## src/rtl/cpc_pkg.sv

```systemverilog
// ----------------------------------------------------------------------------
// Coprime pair counter package
// Shared widths, controller states and the command and status bundles that
// pass between the controller and the datapath.
// ----------------------------------------------------------------------------
package cpc_pkg;

   // Width of each number of a pair.
   localparam int VALUE_WIDTH = 32;
   // Width of the running counters.
   localparam int COUNT_WIDTH = 64;

   // Controller states.
   typedef enum logic [1:0] {
      ST_IDLE,
      ST_RUN,
      ST_OUTPUT
   } cpc_state_type;

   // Commands from the controller to the datapath.
   typedef struct packed {
      logic load;    // capture a new pair
      logic step;    // one reduction step of the binary GCD
      logic finish;  // latch the result and update the counters
   } cpc_cmd_type;

   // Status from the datapath to the controller.
   typedef struct packed {
      logic finished;  // the result is known: the GCD, or a rejected pair
   } cpc_status_type;

endpackage

```

## src/rtl/coprime_pair_counter_top.sv

```systemverilog
// ----------------------------------------------------------------------------
// Coprime pair counter
// Binary GCD of a pair of unsigned numbers with saturating counts of coprime
// pairs and of all pairs.
// ----------------------------------------------------------------------------
// Usage:
// An item on the req_ channel carries two unsigned numbers. The block works
// on one item at a time: req_ready is high only while it is idle. A pair
// whose numbers are both even is rejected with divisor 2 and no iteration.
// Otherwise the GCD is reduced by one shift or one subtract-and-halve per
// cycle in a single shared datapath. Each step removes at least one bit from
// the summed bit lengths of the two numbers, and the GCD left at the end
// keeps at least one, so there are at most 2*VALUE_WIDTH-1 (63) steps.
// The result is offered on rsp_valid in ST_OUTPUT, which follows the
// reduction in ST_RUN, and the next item can be taken in the cycle after
// the result is accepted. Each result carries the flag, the GCD and both
// running counts with this pair included.
// While the receiver stalls, the result is held unchanged and no new item
// is accepted. Reset clears the controller and both counters to zero; it
// needs no clearing pass.
// ----------------------------------------------------------------------------
module coprime_pair_counter_top (
   input  logic                            clock,
   input  logic                            reset,
   input  logic                            req_valid,
   output logic                            req_ready,
   input  logic [cpc_pkg::VALUE_WIDTH-1:0] req_first_value,
   input  logic [cpc_pkg::VALUE_WIDTH-1:0] req_second_value,
   output logic                            rsp_valid,
   input  logic                            rsp_ready,
   output logic                            rsp_is_coprime,
   output logic [cpc_pkg::VALUE_WIDTH-1:0] rsp_divisor,
   output logic [cpc_pkg::COUNT_WIDTH-1:0] rsp_coprime_total,
   output logic [cpc_pkg::COUNT_WIDTH-1:0] rsp_pair_total
);

   cpc_pkg::cpc_cmd_type    cmd;
   cpc_pkg::cpc_status_type status;

   // Sequencing of one item.
   cpc_controller u_controller (
      .clock     (clock),
      .reset     (reset),
      .req_valid (req_valid),
      .req_ready (req_ready),
      .rsp_valid (rsp_valid),
      .rsp_ready (rsp_ready),
      .cmd       (cmd),
      .status    (status)
   );

   // GCD operands, result and counters.
   cpc_datapath u_datapath (
      .clock         (clock),
      .reset         (reset),
      .cmd           (cmd),
      .status        (status),
      .first_value   (req_first_value),
      .second_value  (req_second_value),
      .is_coprime    (rsp_is_coprime),
      .divisor       (rsp_divisor),
      .coprime_total (rsp_coprime_total),
      .pair_total    (rsp_pair_total)
   );

endmodule

```

## src/rtl/cpc_datapath.sv

```systemverilog
// ----------------------------------------------------------------------------
// Coprime pair counter datapath
// Holds the two operands of the binary GCD, performs one shift or one
// subtract-and-shift per step, and keeps the saturating pair counters.
// ----------------------------------------------------------------------------
module cpc_datapath (
   input  logic                                clock,
   input  logic                                reset,
   input  cpc_pkg::cpc_cmd_type                cmd,
   output cpc_pkg::cpc_status_type             status,
   input  logic [cpc_pkg::VALUE_WIDTH-1:0]     first_value,
   input  logic [cpc_pkg::VALUE_WIDTH-1:0]     second_value,
   output logic                                is_coprime,
   output logic [cpc_pkg::VALUE_WIDTH-1:0]     divisor,
   output logic [cpc_pkg::COUNT_WIDTH-1:0]     coprime_total,
   output logic [cpc_pkg::COUNT_WIDTH-1:0]     pair_total
);

   logic [cpc_pkg::VALUE_WIDTH-1:0] a_ff, a_in;
   logic [cpc_pkg::VALUE_WIDTH-1:0] b_ff, b_in;
   logic                            reject_ff, reject_in;
   logic                            is_coprime_ff, is_coprime_in;
   logic [cpc_pkg::VALUE_WIDTH-1:0] divisor_ff, divisor_in;
   logic [cpc_pkg::COUNT_WIDTH-1:0] coprime_count_ff, coprime_count_in;
   logic [cpc_pkg::COUNT_WIDTH-1:0] pair_count_ff, pair_count_in;

   logic [cpc_pkg::VALUE_WIDTH-1:0] min_value;
   logic [cpc_pkg::VALUE_WIDTH-1:0] max_value;
   logic [cpc_pkg::VALUE_WIDTH-1:0] difference;
   logic [cpc_pkg::VALUE_WIDTH-1:0] gcd_value;
   logic                            gcd_is_one;

   // Order the operands and form their difference.
   always_comb begin
      if (a_ff > b_ff) begin
         min_value = b_ff;
         max_value = a_ff;
      end else begin
         min_value = a_ff;
         max_value = b_ff;
      end
      difference = max_value - min_value;
   end

   // With at least one odd operand the GCD is odd, so halving an even
   // operand keeps it. Once one operand reaches zero the other is the GCD.
   assign status.finished = reject_ff || (a_ff == '0) || (b_ff == '0);
   assign gcd_value = reject_ff ? cpc_pkg::VALUE_WIDTH'(2) : (a_ff | b_ff);
   assign gcd_is_one = (gcd_value == cpc_pkg::VALUE_WIDTH'(1));

   // Operand update: load, halve an even operand, or subtract and halve.
   always_comb begin
      a_in      = a_ff;
      b_in      = b_ff;
      reject_in = reject_ff;
      if (cmd.load) begin
         a_in      = first_value;
         b_in      = second_value;
         reject_in = !(first_value[0] || second_value[0]);
      end else if (cmd.step) begin
         if (!a_ff[0]) begin
            a_in = a_ff >> 1;
         end else if (!b_ff[0]) begin
            b_in = b_ff >> 1;
         end else begin
            a_in = min_value;
            b_in = difference >> 1;
         end
      end
   end

   // Result latch and saturating counters.
   always_comb begin
      is_coprime_in    = is_coprime_ff;
      divisor_in       = divisor_ff;
      coprime_count_in = coprime_count_ff;
      pair_count_in    = pair_count_ff;
      if (cmd.finish) begin
         is_coprime_in = gcd_is_one;
         divisor_in    = gcd_value;
         if (pair_count_ff != '1) begin
            pair_count_in = pair_count_ff + cpc_pkg::COUNT_WIDTH'(1);
         end
         if (gcd_is_one && (coprime_count_ff != '1)) begin
            coprime_count_in = coprime_count_ff + cpc_pkg::COUNT_WIDTH'(1);
         end
      end
   end

   // Payload registers.
   always_ff @(posedge clock) begin
      a_ff          <= a_in;
      b_ff          <= b_in;
      reject_ff     <= reject_in;
      is_coprime_ff <= is_coprime_in;
      divisor_ff    <= divisor_in;
   end

   // Counters clear at reset.
   always_ff @(posedge clock) begin
      if (reset) begin
         coprime_count_ff <= '0;
         pair_count_ff    <= '0;
      end else begin
         coprime_count_ff <= coprime_count_in;
         pair_count_ff    <= pair_count_in;
      end
   end

   assign is_coprime    = is_coprime_ff;
   assign divisor       = divisor_ff;
   assign coprime_total = coprime_count_ff;
   assign pair_total    = pair_count_ff;

   // The coprime count can never pass the pair count.
   a_counts_ordered: assert property (@(posedge clock) disable iff (reset)
      coprime_count_ff <= pair_count_ff)
      else $error("coprime count exceeds pair count");

   // During a reduction at least one operand stays odd.
   a_one_odd: assert property (@(posedge clock) disable iff (reset)
      (cmd.step && !reject_ff) |-> (a_ff[0] || b_ff[0]))
      else $error("both operands even during reduction");

   // A reported divisor is odd, or two for a rejected pair.
   a_divisor_form: assert property (@(posedge clock) disable iff (reset)
      cmd.finish |=> (divisor_ff[0] || (divisor_ff == cpc_pkg::VALUE_WIDTH'(2))))
      else $error("divisor is even and not the reject value");

endmodule

```

## src/rtl/cpc_controller.sv

```systemverilog
// ----------------------------------------------------------------------------
// Coprime pair counter controller
// Sequences one item at a time: load, reduction steps until the datapath
// reports the GCD, then hold the result until it is taken.
// ----------------------------------------------------------------------------
module cpc_controller (
   input  logic                    clock,
   input  logic                    reset,
   input  logic                    req_valid,
   output logic                    req_ready,
   output logic                    rsp_valid,
   input  logic                    rsp_ready,
   output cpc_pkg::cpc_cmd_type    cmd,
   input  cpc_pkg::cpc_status_type status
);

   cpc_pkg::cpc_state_type state_ff, state_in;

   // Next state.
   always_comb begin
      state_in = state_ff;
      case (state_ff)
         cpc_pkg::ST_IDLE: begin
            if (req_valid) begin
               state_in = cpc_pkg::ST_RUN;
            end
         end
         cpc_pkg::ST_RUN: begin
            if (status.finished) begin
               state_in = cpc_pkg::ST_OUTPUT;
            end
         end
         cpc_pkg::ST_OUTPUT: begin
            if (rsp_ready) begin
               state_in = cpc_pkg::ST_IDLE;
            end
         end
         default: begin
            state_in = cpc_pkg::ST_IDLE;
         end
      endcase
   end

   // Outputs and datapath commands.
   always_comb begin
      req_ready  = 1'b0;
      rsp_valid  = 1'b0;
      cmd        = '0;
      case (state_ff)
         cpc_pkg::ST_IDLE: begin
            req_ready = 1'b1;
            cmd.load  = req_valid;
         end
         cpc_pkg::ST_RUN: begin
            cmd.step   = !status.finished;
            cmd.finish = status.finished;
         end
         cpc_pkg::ST_OUTPUT: begin
            rsp_valid = 1'b1;
         end
         default: begin
            cmd = '0;
         end
      endcase
   end

   // State register.
   always_ff @(posedge clock) begin
      if (reset) begin
         state_ff <= cpc_pkg::ST_IDLE;
      end else begin
         state_ff <= state_in;
      end
   end

   // A finished reduction always leads to a result offer.
   a_finish_offers: assert property (@(posedge clock) disable iff (reset)
      cmd.finish |=> rsp_valid)
      else $error("finished item not offered");

   // A held result blocks new items until it is taken.
   a_hold_blocks: assert property (@(posedge clock) disable iff (reset)
      (rsp_valid && !rsp_ready) |=> (rsp_valid && !req_ready))
      else $error("stalled result dropped or new item taken");

endmodule

```

## config.mk

```make
export PLATFORM = sky130hd
export DESIGN_NAME = coprime_pair_counter_top
export DESIGN_NICKNAME = d
export VERILOG_FILES = /design/src/rtl/cpc_pkg.sv /design/src/rtl/coprime_pair_counter_top.sv /design/src/rtl/cpc_datapath.sv /design/src/rtl/cpc_controller.sv
export SDC_FILE = /design/constraint.sdc
export NUM_CORES = 1
export LEC_CHECK = 0
export ABC_AREA = 1
export BUFFER_PORTS_ARGS = -buffer_cell sky130_fd_sc_hd__buf_2
export CAP_MARGIN = 40
export CORE_ASPECT_RATIO = 2
export CORE_MARGIN = 4
export CORE_UTILIZATION = 53
export DETAILED_ROUTE_END_ITERATION = 16
export PLACE_DENSITY_LB_ADDON = 0.2
export SLEW_MARGIN = 10
export SYNTH_ARGS = -nofsm -noshare
export SYNTH_HDL_FRONTEND = slang
export SYNTH_SLANG_ARGS = --single-unit
```

## constraint.sdc

```tcl
create_clock -name clock -period 11.1 [get_ports clock]
set_clock_uncertainty 0.1 [all_clocks]
set_input_delay 2.22 -clock clock [delete_from_list [all_inputs] [get_ports clock]]
set_output_delay 2.22 -clock clock [all_outputs]
set_load 0.05 [all_outputs]
```

==> run summary, run 1 <==
DRC -> 0
Routed WL -> 67.4 mm
Critical-path top delay cell -> nand2_4
max-cap violations -> 0
H-tree depth -> 1
worst min path class -> flop to flop
DR vias -> 18.3k
total CTS buffers -> 23
CP most frequent cell -> nand2_1
All-Layer GR Usage -> 37.9%
wire per inst -> 21.4 µm
outcome -> finished clean
#FFs+latches synth -> 228
commonest cells after routing, fill and taps aside -> 770 x nand2_1, 316 x inv_1, 260 x nor2_1
CP max FO -> 46
required time of the worst setup path -> 11290 ps
Cell Pwr Density -> 155 nW/µm²
Root Buffer -> clkbuf_16
Antenna Violating Nets Remaining -> 0
average vias per placed instance -> 5.79
Least-Margin Pin Slew -> 907 ps
synth unique cells -> 47
post-synth top area share -> 17.7%
Seq/Total Area, Yosys -> 33.3%
initial DRC count -> 1570
period utilization -> 46.8%
Clock Latency Late Sink -> 540 ps
Synth area leader -> edfxtp_1
CTS sink count -> 228
part of the power in the clock network -> 28.1%
die width -> 133 µm
syn nets -> 2649
final hold violations -> 0
final setup fails -> 0
cts hold-fix bufs -> 0
min Tclk post-route -> 5190 ps
yosys warns -> 0
top cells by area, synth -> edfxtp_1 18%, nand2_1 17%, dfxtp_1 16%, inv_1 7.2%, nor2_1 5.9%
Sw Ratio -> 41.5%
VDD IR-drop max -> 0.158 mV
part of the power in combinational logic -> 37.9%
RSZ-0062 raised after global routing -> no
crit path kind -> flop to flop
CP arrival -> 5380 ps
core region area -> 31000 µm²
# rows -> 91
Static Leak -> 7.98 nW
first-pass GRT wire length -> 101 mm
CTS resizes -> 0
Max clock buf depth -> 3
die area -> 34500 µm²
worst path cell trace -> inv_1 > ha_1 > nor2_1 > inv_1 > nor3_1 > nand4_4 > nand2_4 > nand2_1 > and2_1 > nand2_1 > nand2_1 > nand2_1 > nand2_1 > inv_1 > nand3_1 > a21oi_1 > o21ai_0 > nand2_1 > nand2_1
drt pass-1 iters -> 6
synth-to-layout area growth -> 14.2%
clock-pin slew on the worst setup and hold paths -> 70 ps
sequential share of power -> 34.0%
Ant. Diodes -> 0
Initial Utilization -> 53.7%
fin nets -> 2854
CTS tree -> yes
share of cells above drive strength 1 -> 12.5%
Post-DP HPWL -> 53.4 mm
pin count of the biggest net entering global routing -> 61
area of the multi-input gates -> 9540 µm²
die height -> 259 µm
Synth Area per Inst -> 6.61 µm²
Peak Freq -> 0.193 GHz
endpoint class of the critical path -> flop
Cell Area, Synth -> 16600 µm²
final setup margin -> 5910 ps
vias in the first global route -> 18.0k
number of port buffers -> 230
Cells after Synth -> 2515
commonest non-fill, non-tap cell in the layout -> nand2_1
fillers -> 3067
critical path launch point type -> flop
relative max-transition margin -> 39.0%
Sw Pwr -> 0.00122 W
GR Overflow Total -> 0
Max Slew Vio Count -> 0
I/O pin total -> 231
gp weighted congestion -> 1.08
critical path's largest stage delay -> 680 ps
Post-CTS Setup Repair Bufs -> 0
P_int -> 0.00172 W
total negative slack -> 0 ps
initial antenna violation count -> 0
dpl ws -> 6160 ps
FF/Latch Area -> 5550 µm²
==> metal layers <==
| metal | vias to the layer above | GRT usage [%] | part of all wire (%) |
|---|---|---|---|
| met2 | 932 | 72.4 | 53 |
| li1 | 8649 | - | - |
| met4 | 0 | 31.0 | 9.7 |
| met1 | 8377 | 35.0 | 31 |
| met5 | - | 0 | 0 |
| met3 | 304 | 4.88 | 5.9 |
==> cell type report <==
type	count	area share, %
Timing Repair Buffer	247	7.13
Clock buffer	25	3.18
Multi-Input combinational cell	1881	50.2
Inverter	339	6.70
Tap cell	418	2.75
Sequential cell	228	29.2
Clock inverter	16	0.856
==> cell usage after synthesis (all sizes together) <==
cell type,n
and3,4
clkbuf,48
o21ai,66
nor3b,3
xor2,75
nand4,83
a21o,1
o221ai,30
nand3b,3
buf,19
a31oi,4
nand3,127
a41oi,2
nor2,278
xnor2,14
nor4,61
a211oi,1
edfxtp,98
clkinv,6
and2,18
nor3,74
o31ai,1
or2,1
o211ai,3
ha,66
a21oi,182
dfxtp,130
nand2,777
inv,333
o21a,7
==> power by group through the flow <==
stage	logic (W)	registers (W)	clock network, W
global route	0.00121	0.00100	0.000867
detailed placement	0.00107	0.00101	0
CTS	0.00108	0.000996	0.000835
floorplan	0.000711	0.00101	0
global placement	0.00106	0.00101	0
finish	0.00111	0.000999	0.000827
==> final timing paths <==
path | start | to | slack, ps | cells after the start
hold reg to reg | u_datapath.coprime_total[21] | u_datapath.coprime_total[21] | 380 | 2
setup / recovery | u_datapath.a_ff[3] | u_datapath.b_ff[13] | 5910 | 19
setup reg to reg | u_datapath.a_ff[3] | u_datapath.b_ff[13] | 5910 | 19
hold / removal | u_datapath.coprime_total[21] | u_datapath.coprime_total[21] | 380 | 2
==> flip-flops by register name (all words and copies together), names as in the netlist <==
name and count:
u_datapath.reject_ff 1, u_datapath.b_ff 32, u_controller.state_ff 2, u_datapath.divisor 32
u_datapath.pair_total 64, u_datapath.coprime_total 64, u_datapath.is_coprime 1, u_datapath.a_ff 32
==> critical path, delay by kind of cell, from the launching register on <==
family,cells,cell delay [ps]
AND/OR/NAND/NOR,13,3000
flip-flops,1,610
buffers and inverters,3,430
AO/OA/AOI/OAI,2,410
adder cells (fa/ha/maj),1,360
==> through the flow <==
stage	util, %	cells	power (W)	area, µm²	hold WS [ps]
4_1_cts	61.3	3153	0.00291	19000	388
5_1_grt	61.4	3154	0.00308	19000	397
2_1_floorplan	-	2515	0.00172	16600	496
3_5_place_dp	58.9	3112	0.00209	18200	378
6_report	61.4	3154	0.00294	19000	384
3_3_place_gp	58.5	3106	0.00207	18100	371
==> logic make-up after synthesis <==
logic type	after synthesis	share of synthesized area, %
compound gates	297	9.88
xor+xnor	89	4.69
fa+ha+maj	66	4.96
buf+inv	406	9.47
flops	228	33.3
simple gates	1429	37.7
Note: power is estimated with default switching activity, not from simulation.
==> run 2: changes to the inputs <==
==> constraint.sdc (replaced) <==
create_clock -name clock -period 4.5 [get_ports clock]
set_clock_uncertainty 0.1 [all_clocks]
set_input_delay 0.9 -clock clock [delete_from_list [all_inputs] [get_ports clock]]
set_output_delay 0.9 -clock clock [all_outputs]
set_load 0.05 [all_outputs]
==> run 2 against run 1 <==
Non-clock buffer count rose by 25; via count is 1.7% higher; first-iteration DRC count fell by 3.1%; cell count grew 0.89%; sequential share of layout area down 0.41 points; die area unchanged; critical path depth is 5 higher; worst setup slack worse by 5800 ps; highest routed layer unchanged; sequential cell count unchanged; final area grew 1.4%; core utilization up 0.87 points.
==> run summary, run 2 (same netlist as run 1, synthesis figures left out) <==
outcome -> finished clean
worst min path class -> flop to flop
crit path kind -> flop to flop
placed cells -> 3137 (+0.80%)
Static Leak -> 8.13 nW (+1.9%)
Initial Utilization -> 53.7% (unchanged)
initial DRC count -> 1521 (-3.1%)
vias in the first global route -> 18.6k (+3.5%)
I/O pin total -> 231 (unchanged)
Least-Margin Pin Slew -> 885 ps (-21.6 ps)
drt pass-1 iters -> 8 (+2)
die width -> 133 µm (unchanged)
max-cap violations -> 0 (unchanged)
Antenna Violating Nets Remaining -> 0 (unchanged)
Clock Latency Late Sink -> 550 ps (about the same)
required time of the worst setup path -> 4700 ps (-6590 ps)
post-route cell area -> 19300 µm² (+1.4%)
Peak Freq -> 0.230 GHz (+19%)
DR vias -> 18.6k (+1.7%)
share of cells above drive strength 1 -> 13.4% (+0.96 points)
family with the most delay on the worst path -> simple AND/OR/NAND/NOR gates
GR Overflow Total -> 0 (unchanged)
die height -> 259 µm (unchanged)
FF/Latch Area -> 5550 µm² (unchanged)
Cell Pwr Density -> 389 nW/µm² (+150%)
Ant. Diodes -> 0 (unchanged)
Max Slew Vio Count -> 0 (unchanged)
Root Buffer -> clkbuf_16
Routed WL -> 68.6 mm (+1.8%)
cts hold-fix bufs -> 0 (unchanged)
fin nets -> 2880 (+0.91%)
synth-to-layout area growth -> 15.8%
die area -> 34500 µm² (unchanged)
critical path's largest stage delay -> 440 ps (-240 ps)
CP arrival -> 4550 ps (-830 ps)
non-filler cells, final -> 3182 (+0.89%)
first-pass GRT wire length -> 103 mm (+2.1%)
Hold Slack -> 391 ps (+7.24 ps)
VDD IR-drop max -> 0.388 mV (+150%)
CP most frequent cell -> nand2_1
total CTS buffers -> 24 (+4.3%)
min Tclk post-route -> 4350 ps (-835 ps)
final setup fails -> 0 (unchanged)
DRC -> 0 (unchanged)
worst path cell trace -> inv_1 > ha_1 > inv_1 > a21oi_1 > o21ai_1 > nand2_1 > nand2_1 > a21oi_1 > nand2_4 > nand2_4 > buf_12 > nand2_1 > nand3_1 > nand3_1 > nand2_1 > nand2_1 > nand2_1 > nand3_2 > nand2_1 > nand2_1 > nand2_1 > nand3_1 > nand2_1 > nand2_1
Max clock buf depth -> 3 (unchanged)
clock-pin slew on the worst setup and hold paths -> 70 ps (about the same)
critical path launch point type -> flop
core region area -> 31000 µm² (unchanged)
area of the multi-input gates -> 9540 µm² (about the same)
initial antenna violation count -> 0 (unchanged)
gp weighted congestion -> 1.06 (-1.3%)
fillers -> 2940 (-4.1%)
endpoint class of the critical path -> flop
CP max FO -> 32 (-30%)
# rows -> 91 (unchanged)
All-Layer GR Usage -> 38.6% (+0.68 points)
CTS tree -> yes
Post-DP HPWL -> 54.4 mm (+1.9%)
wire per inst -> 21.6 µm (+0.90%)
CTS sink count -> 228 (unchanged)
period utilization -> 96.8% (+50 points)
Buf/Inv on CP -> 3 (unchanged)
average vias per placed instance -> 5.84 (+0.84%)
area post-placement -> 18400 µm² (+1.1%)
H-tree depth -> 1 (unchanged)
pin count of the biggest net entering global routing -> 66 (+8.2%)
total negative slack -> 0 ps (unchanged)
final hold violations -> 0 (unchanged)
RSZ-0062 raised after global routing -> no
relative max-transition margin -> 40.4% (+1.5 points)
Critical-path top delay cell -> ha_1
commonest cells after routing, fill and taps aside -> 769 x nand2_1, 315 x inv_1, 259 x nor2_1
number of port buffers -> 230 (unchanged)
commonest non-fill, non-tap cell in the layout -> nand2_1
run 2: layer usage:
layer	GRT usage, %	share of wire (%)
met4	33.0	10
met3	4.70	6.1
met2	73.6	53
met5	0	0
met1	35.3	30
run 2: where the power goes:
part	total, W	internal, W	switching [W]
clock	0.00219	0.00127	0.000924
combinational	0.00284	0.000814	0.00203
sequential	0.00247	0.00234	0.000122
run 2: repair_timing:
action | 4_1_cts | 5_1_grt
gates resized for setup | 0 | 4
setup endpoints to repair | 0 | 3
setup buffers | 0 | 0
run 2: path summary, 6_finish.rpt:
path	from	end	slack, ps	cells after the start
max reg2reg	u_datapath.b_ff[27]	u_datapath.b_ff[28]	150	24
max	u_datapath.b_ff[27]	u_datapath.b_ff[28]	150	24
min reg2reg	u_datapath.coprime_total[21]	u_datapath.coprime_total[21]	390	2
min	u_datapath.coprime_total[21]	u_datapath.coprime_total[21]	390	2
run 2: area by class of cell:
cell class | instances | share of cell area (%)
well taps | 418 | 2.71
multi-input cells | 1881 | 49.5
flip-flops and latches | 228 | 28.8
clock inverters | 15 | 0.967
inverters | 339 | 6.60
repair buffers | 272 | 8.04
clock buffers | 29 | 3.38
run 2: tightest hold or removal path: stages (launching register included):
cell     delay, ps
dfxtp_1        330
nand2_1         70
a21oi_1         50
run 2: through the flow:
stage	power [W]	worst slack, ps	util (%)
floorplan	0.00425	686	-
global placement	0.00520	83.0	59.1
detailed placement	0.00523	319	59.5
CTS	0.00741	303	62.2
global route	0.00783	1.61	62.2
finish	0.00750	145	62.2
==> run 3: changes to the inputs <==
--- a/config.mk
+++ b/config.mk
@@ -12,7 +12,7 @@
 export CORE_MARGIN = 4
 export CORE_UTILIZATION = 53
 export DETAILED_ROUTE_END_ITERATION = 16
-export PLACE_DENSITY_LB_ADDON = 0.2
+export PLACE_DENSITY_LB_ADDON = 0.15
 export SLEW_MARGIN = 10
 export SYNTH_ARGS = -nofsm -noshare
 export SYNTH_HDL_FRONTEND = slang
==> run 3 against run 2 <==
Non-clock buffer count rose by 2; combinational power barely moved; via count fell by 0.36%; cell count barely moved; power fell by 0.55%; critical path depth did not move.
==> run summary, run 3 (same netlist as run 1, synthesis figures left out) <==
CTS tree -> yes
DR vias -> 18.5k (-0.36%)
total power -> 0.00746 W (-0.55%)
min Tclk post-route -> 4430 ps (+77.4 ps)
final hold violations -> 0 (unchanged)
gp weighted congestion -> 1.10 (+3.5%)
CTS resizes -> 0 (unchanged)
Post-DP HPWL -> 53.7 mm (-1.2%)
Initial Utilization -> 53.7% (unchanged)
Peak Freq -> 0.226 GHz (-1.7%)
share of cells above drive strength 1 -> 13.4% (about the same)
pin count of the biggest net entering global routing -> 95 (+44%)
Critical-path top delay cell -> edfxtp_1
CP max FO -> 15 (-53%)
part of the power in combinational logic -> 38.4% (+0.5 points)
Max clock buf depth -> 3 (unchanged)
die area -> 34500 µm² (unchanged)
die width -> 133 µm (unchanged)
wire per inst -> 21.3 µm (-1.1%)
R2R setup slack -> 70 ps (-80 ps)
All-Layer GR Usage -> 37.9% (-0.68 points)
Post-CTS Setup Repair Bufs -> 0 (unchanged)
Antenna Violating Nets Remaining -> 0 (unchanged)
CP most frequent cell -> nand2_1
relative max-transition margin -> 37.9% (-2.5 points)
initial antenna violation count -> 0 (unchanged)
critical path's largest stage delay -> 460 ps (+20 ps)
crit path kind -> flop to flop
critical path launch point type -> flop
average vias per placed instance -> 5.82 (-0.33%)
number of port buffers -> 230 (unchanged)
drt pass-1 iters -> 6 (-2)
core region area -> 31000 µm² (unchanged)
Static Leak -> 8.15 nW (+0.17%)
cts hold-fix bufs -> 0 (unchanged)
first-pass GRT wire length -> 101 mm (-1.5%)
final setup fails -> 0 (unchanged)
area post-placement -> 18400 µm² (-0.10%)
Routed WL -> 67.8 mm (-1.1%)
total negative slack -> 0 ps (unchanged)
H-tree depth -> 1 (unchanged)
worst path cell trace -> inv_1 > ha_1 > inv_1 > a21oi_1 > o21ai_0 > nor2_1 > nand2_1 > nand2_1 > nand2_4 > nand2_4 > buf_4 > nand2_1 > nand3_1 > nand3_1 > nand2_1 > nand2_1 > nand2_1 > nand3_2 > nand2_1 > nand2_1 > nand2_1 > nand3_1 > nand2_1 > nand2_1
die height -> 259 µm (unchanged)
Root Buffer -> clkbuf_16
VDD IR-drop max -> 0.409 mV (+5.4%)
P_int -> 0.00442 W (-0.17%)
Cell Pwr Density -> 387 nW/µm² (-0.54%)
Hold Slack -> 386 ps (-5.18 ps)
initial DRC count -> 1637 (+7.6%)
Ant. Diodes -> 0 (unchanged)
fin util -> 62.2% (about the same)
endpoint class of the critical path -> flop
# rows -> 91 (unchanged)
commonest cells after routing, fill and taps aside -> 769 x nand2_1, 315 x inv_1, 260 x nor2_1
commonest non-fill, non-tap cell in the layout -> nand2_1
Sw Ratio -> 40.8% (-0.23 points)
Sw Pwr -> 0.00304 W (-1.1%)
period utilization -> 98.5% (+1.7 points)
clock-pin slew on the worst setup and hold paths -> 70 ps (about the same)
worst min path class -> flop to flop
I/O pin total -> 231 (unchanged)
CTS sink count -> 228 (unchanged)
total CTS buffers -> 23 (-4.2%)
post-route cell area -> 19300 µm² (about the same)
fin nets -> 2881 (+0.035%)
required time of the worst setup path -> 4710 ps (about the same)
GR Overflow Total -> 0 (unchanged)
outcome -> finished clean
vias in the first global route -> 18.3k (-1.7%)
CP arrival -> 4640 ps (+90 ps)
part of the power in the clock network -> 28.6% (-0.6 points)
DRC -> 0 (unchanged)
Max Slew Vio Count -> 0 (unchanged)
max-cap violations -> 0 (unchanged)
RSZ-0062 raised after global routing -> no
Least-Margin Pin Slew -> 922 ps (+37.4 ps)
sequential share of power -> 33.0% (about the same)
Clock Latency Late Sink -> 550 ps (about the same)
synth-to-layout area growth -> 15.8% (about the same)
-- run 3: final cells by class --
class	count	area, µm²
flip-flops and latches	228	5550
repair buffers	274	1560
clock buffers	30	707
multi-input cells	1881	9540
fillers	2973	11700
inverters	339	1270
clock inverters	11	121
well taps	418	523
-- run 3: worst max-delay path, delay by kind of cell (launching register included) --
| kind | cells | cell delay, ps |
|---|---|---|
| AOI/OAI and AO/OA | 2 | 370 |
| adders and majority gates | 1 | 420 |
| and+or+nand+nor | 18 | 2370 |
| buffers and inverters | 3 | 460 |
| DFF | 1 | 460 |
-- run 3: per-layer routing --
metal	track usage [%]	vias to the layer above	share of wire, %	wire, µm
li1	-	8711	-	-
met1	35.2	8457	31	21200
met2	72.8	981	53	35900
met3	3.96	362	5.5	3760
met4	31.3	0	10	6900
met5	0	-	0	0
-- run 3: final timing paths --
path / from / end / cells past startpoint
worst max-delay path: u_datapath.a_ff[15] / u_datapath.b_ff[28] / 24
worst min-delay path: u_datapath.coprime_total[21] / u_datapath.coprime_total[21] / 2
worst min register to register: u_datapath.coprime_total[21] / u_datapath.coprime_total[21] / 2
worst max register to register: u_datapath.a_ff[15] / u_datapath.b_ff[28] / 24
-- run 3: per-stage QoR --
step           std cells  setup slack (ps)
3_3_place_gp        3135               246
3_5_place_dp        3138               210
2_1_floorplan       2515               686
6_report            3181              67.7
4_1_cts             3179               182
5_1_grt             3181              25.5
-- run 3: power by group through the flow --
stage                     logic [W]  clock network [W]  registers [W]
after floorplan             0.00175                  0        0.00250
after global placement      0.00274                  0        0.00249
after detailed placement    0.00277                  0        0.00250
after CTS                   0.00278            0.00214        0.00245
after global routing        0.00309            0.00223        0.00247
final                       0.00287            0.00213        0.00246
